==> src/tic_root_cell.sv <==
// One cell of the square-root chain: settles one result bit per word.
// Depends on no package items; instantiated by triangular_inverse_cdf.
module tic_root_cell #(
  parameter int unsigned XW    = 64,
  parameter int unsigned SW    = 36,
  parameter int unsigned SHIFT = 62
) (
  input  logic          clk_i,
  input  logic          rst_ni,
  input  logic          valid_i,
  output logic          ready_o,
  input  logic [XW-1:0] rem_i,
  input  logic [XW-1:0] res_i,
  input  logic [SW-1:0] side_i,
  output logic          valid_o,
  input  logic          ready_i,
  output logic [XW-1:0] rem_o,
  output logic [XW-1:0] res_o,
  output logic [SW-1:0] side_o
);

  localparam logic [XW-1:0] One = XW'(1) << SHIFT;

  logic          valid_q;
  logic [XW-1:0] rem_q, rem_d, res_q, res_d;
  logic [SW-1:0] side_q;
  logic [XW:0]   trial;
  logic          load;

  assign ready_o = !valid_q || ready_i;
  assign load    = valid_i && ready_o;

  always_comb begin
    trial = {1'b0, res_i} + {1'b0, One};
    if ({1'b0, rem_i} >= trial) begin
      rem_d = rem_i - trial[XW-1:0];
      res_d = (res_i >> 1) + One;
    end else begin
      rem_d = rem_i;
      res_d = res_i >> 1;
    end
  end

  always_ff @(posedge clk_i or negedge rst_ni) begin
    if (!rst_ni) begin
      valid_q <= 1'b0;
    end else if (ready_o) begin
      valid_q <= valid_i;
    end
  end

  always_ff @(posedge clk_i) begin
    if (load) begin
      rem_q  <= rem_d;
      res_q  <= res_d;
      side_q <= side_i;
    end
  end

  assign valid_o = valid_q;
  assign rem_o   = rem_q;
  assign res_o   = res_q;
  assign side_o  = side_q;

endmodule
==> config.mk <==
export PLATFORM = sky130hd
export DESIGN_NAME = tic_root_cell
export DESIGN_NICKNAME = d
export VERILOG_FILES = /design/src/tic_root_cell.sv
export SDC_FILE = /design/constraint.sdc
export NUM_CORES = 1
export LEC_CHECK = 0
export BUFFER_PORTS_ARGS = -buffer_cell sky130_fd_sc_hd__buf_2
export CORE_MARGIN = 2
export CORE_UTILIZATION = 30
export CTS_CLUSTER_SIZE = 28
export DETAILED_ROUTE_END_ITERATION = 10
export SETUP_SLACK_MARGIN = 0.05
export SYNTH_ARGS = -nofsm -noshare
export SYNTH_HDL_FRONTEND = slang
export SYNTH_SLANG_ARGS = --single-unit
==> constraint.sdc <==
create_clock -name clk_i -period 5.1 [get_ports clk_i]
set_input_delay 1.275 -clock clk_i [delete_from_list [all_inputs] [get_ports clk_i]]
set_output_delay 1.275 -clock clk_i [all_outputs]
set_load 0.01 [all_outputs]
# Word-level counts from Yosys, hierarchy flattened
# Index checks and enable logic that the tools add are counted.
[totals] reg_bits=165 wordCells=14 output_inout_bits=166
[classes] n_lt_le_gt_ge=1 n_reduce_logical=3 n_addsub=3 n_mux=2
[op_table] operator="adder 64 x 63 -> 65 bit, second input constant" n=1
[op_table] operator=">= comparator 64 x 65 -> 1 bit" n=1
[op_table] operator="adder 63 x 63 -> 64 bit, second input constant" n=1
[op_table] operator="two-way mux 64 bit" n=1
[op_table] operator="subtractor 64 bit" n=1
[op_table] operator="two-way mux 63 bit" n=1
[op_table] operator="logical AND 1 bit" n=1
[op_table] operator="logical NOT 1 bit" n=1
[op_table] operator="logical OR 1 bit" n=1

# Longest topological paths before layout
[depth] ltp_word=3 mapped_depth=16

# Worst setup path after synthesis
# No wires, ideal clock.
[synth_path] kind="input-to-reg" from="in ready_i" to="reg rem_q[0] (netlist: rem_o[0]), enable pin" arrival_ps=5245 path_stages=2 path_slack_ps=-689 cell_sequence="nand2b_1 and2_1"
[synth_between] elab_chain_cells=2
[synth_rtl] item="start, declared" line_no="16" text="input logic ready_i,"
[synth_rtl] item="logical OR 1 bit" line_no="30" text="assign ready_o = !valid_q || ready_i;"
[synth_rtl] item="logical AND 1 bit" line_no="31" text="assign load = valid_i && ready_o;"
[synth_rtl] item="via load" line_no="28" text="logic load;"
[synth_rtl] item="end signal, assigned" line_no="54" text="rem_q <= rem_d;"
[synth_rtl] item="end, declared" line_no="25" text="logic [XW-1:0] rem_q, rem_d, res_q, res_d;"
# The timed path passes the listed nets, and every way through them passes these cells.
# A chain may end at the register's enable or synchronous reset.

# Worst setup path after layout
[layout_path] from="in rem_i[0]" to="reg rem_q[62] (netlist: rem_o[62]), data pin"
[layout_between] elab_chain_cells=2
[layout_rtl] item="start, declared" line_no="12" text="input logic [XW-1:0] rem_i,"
[layout_rtl] item="subtractor 64 bit / >= comparator 64 x 65 -> 1 bit (equally long branches)" line_no="36, 35"
[layout_rtl] item="two-way mux 64 bit (*)" line_no="35" text="if ({1'b0, rem_i} >= trial) begin"
[layout_rtl] item="via rem_d[62]" line_no="25"
# The timed path passes the listed nets; every way through them passes the cells marked *.

==> out/summary.txt <==
Crit. End Element: flop
FF-to-FF setup slack: 2.94 ns
PwrDens: 307 nW/µm²
Setup bufs post-CTS: 0
Hold_buf cts: 0
Final worst slack: 0.964 ns
Clk slew on worst S/H paths: 0.06 ns
Tmin final: 4.14 ns
Critical path's largest stage delay: 0.41 ns
Slowest stage cell on the critical path: fa_1
Resized cells post-CTS: 0
Worst min path class: flop to flop
CP dominant cell by count: o21ai_1
Setup-failing EPs final: 0
Buf/Inv on CP: 2
Io pins: 334
RSZ-0062 raised after global routing: false
TNS Setup: 0 ns
Gate Count Post-Synth: 957
CTS H-Tree Depth: 4
Vias: 8,345
Post-DP HPWL: 23,400 µm
Seq/Total Area, Yosys: 50.7%
Crit. path cell count: 14
Post-DRT Antenna Nets: 0
Crit Reg-Reg Startpoint: valid_o
Critical path launch point: rem_i[0]
Clk sinks: 165
WL/cell: 16.7 µm
Placed cell area: 11,900 µm²
Fin crit share: 81.1%
Area share of fa/ha/maj cells after synthesis: 8.54%
Maximum VDD drop: 0.215 mV
Die Ht: 184 µm
Full die area: 34,000 µm²
Num CTS Buffers: 17
Cell with the most instances after synthesis: edfxtp_1
First-pass GRT wire length: 43,600 µm
Congestion Overflow GR: 0
Vias in the first global route: 8,159
Area contributors post-synth: edfxtp_1 (50%), ha_1 (8.3%), nand2_1 (4.6%), o21ai_0 (4.3%), a21oi_1 (4.1%)
Largest family of logic cells by synthesized area: compound AO/OA/AOI/OAI gates
Synthesized flop and latch total: 165
Clock Tree Root: clkbuf_16
Result of the run: complete, no violations
Max cap viols: 0
Final cell area excluding filler cells: 12,500 µm²
Kind of critical path: input pin to flop
Port Buf Inserts: 333
Reg2Reg Depth: 3
Crit-path leading delay family: compound AO/OA/AOI/OAI gates
Max-slew headroom: 48.8%
Slew Viols, Final: 0
Worst-path cell chain: buf_2 > inv_1 > ha_1 > fa_1 > nand2b_1 > a21oi_1 > o31ai_2 > o221a_2 > o21ai_1 > o21ai_1 > o21ai_1 > o21ai_0 > xor2_1 > o21ai_1
Die Span X: 184 µm
Asr flop ratio synth: 0.606%
Layout Skew: 0.0116 ns
Total power: 3.82 mW
WP data arrival: 4.31 ns
Clk_lat worst skew: 0.45 ns
Nets: 1,515
Post-Syn Nets: 1,191
Avg Inst Size Synth: 10.2 µm²
CTS tree: done
Area delta synth->final: 27.7%
Multiplexer share of the synthesized area: 0.115%
Cell taking the most area after synthesis: edfxtp_1
Simple-gate share of the synthesized area: 11.9%
Library cells used by synthesis: 63
Ratio of cells with drive above 1 in the final layout: 29.9%
Worst-Margin Slew: 0.768 ns
Main synth FF type: edfxtp_1
Pre-antenna DRT Iters: 5
Xor and xnor area share after synthesis: 5.48%
F_max: 0.242 GHz
Final Hold Vio Count: 0
Startpoint types: input pin
Yosys top cell area share: 50.5%
DR iter-0 viols: 636
Pin count of the biggest net entering global routing: 57
Maximum clock path buffer count: 2
Critical Path Fanout Max: 5
Capture point of the worst path: rem_o[62]
CP required: 5.28 ns
Dpl cells: 1,704
Final Non-Filler Cells: 1,742
YS warnings: 0
DRC: 0
Post-synth top cells: edfxtp_1 (164), nand2_1 (120), inv_1 (85)
Starting Density: 30.2%
Critical R2R Capture: side_o[25]
Initial antenna violation count: 10
HP Start: valid_o
Total GRT Usage: 16.7%
Leakage: 5.47 nW
Mapped Area: 9760 µm²
Core area: 32,300 µm²
Number of synthesized flops with an enable pin: 164
Core Rows: 66
Complex-gate fraction of the synthesized area: 18.1%
GP Congestion: 0.881
DRT Wirelength: 29,100 µm
Vias per cell: 4.79
Pre-CTS setup slack: 0.433 ns
FILL cells: 3,242
## worst min path at each step
stage	endpoint	cells after the start
floorplan	valid_o	2
global placement	valid_o	2
detailed placement	valid_o	2
CTS	valid_o	1
global route	valid_o	1
finish	valid_o	2
## metal layers
| layer | wire length, µm | share of wire [%] | global-route usage (%) | vias to the layer above |
|---|---|---|---|---|
| met3 | 1920 | 6.6 | 4.52 | 54 |
| li1 | - | - | - | 4130 |
| met1 | 12500 | 43 | 20.7 | 3845 |
| met2 | 13700 | 47 | 26.8 | 310 |
| met5 | 41 | 0.14 | 0 | - |
| met4 | 915 | 3.1 | 8.67 | 6 |
## cell type report
| type | instances | area (µm²) | share of cell area (%) |
|---|---|---|---|
| Timing Repair Buffer | 343 | 1770 | 14.2 |
| Clock buffer | 19 | 433 | 3.47 |
| Tap cell | 442 | 553 | 4.44 |
| Clock inverter | 12 | 108 | 0.863 |
| Inverter | 85 | 319 | 2.56 |
| Antenna cell | 7 | 17.5 | 0.141 |
| Multi-Input combinational cell | 669 | 4320 | 34.6 |
| Sequential cell | 165 | 4950 | 39.7 |
## metrics by stage
stage               hold WS (ns)  util (%)
detailed placement         0.559      36.9
CTS                        0.569      38.5
global route               0.574      38.6
global placement           0.538      36.9
finish                     0.562      38.6
floorplan                  0.622         -
## flip-flops by register name, summed over array words and instances (netlist names)
| signal | flops |
|---|---|
| rem_o | 64 |
| res_o | 64 |
| side_o | 36 |
| valid_o | 1 |
## report_power, final
group          internal [mW]  total, mW  leakage [nW]  switching (mW)
Clock                  0.668       1.22         0.249           0.554
Combinational          0.372      0.949          3.65           0.577
Sequential              1.63       1.65          1.58          0.0232
## cells in the final DEF (no fill, tap or decap), drive strengths merged, types with 7 or more instances in the layout
master    n
a21boi    7
a21o     21
a21oi    81
a31oi     8
and3      8
buf     343
clkbuf   19
diode     7
edfxtp  164
ha       65
inv      87
nand2   120
nand2b    8
nand3    18
nand4    19
nor2     43
nor2b     8
nor3     10
o21a      7
o21ai   108
o21bai   17
xnor2    38
xor2     23
## worst min-delay path, cell delays in order (launching register included)
cell and delay [ns]:
dfrtp_1 0.34, nand2b_1 0.10, nand2b_1 0.09
## cell families (layout without fill, tap and decap cells)
| group | count (synthesis) | count (layout) |
|---|---|---|
| compound gates | 287 | 287 |
| buf+inv | 123 | 459 |
| other cells | 0 | 7 |
| xor+xnor | 61 | 61 |
| simple gates | 254 | 254 |
| flops | 165 | 165 |
| mux | 1 | 1 |
| fa+ha+maj | 66 | 66 |
No activity file was read; power rests on OpenSTA's default activity.
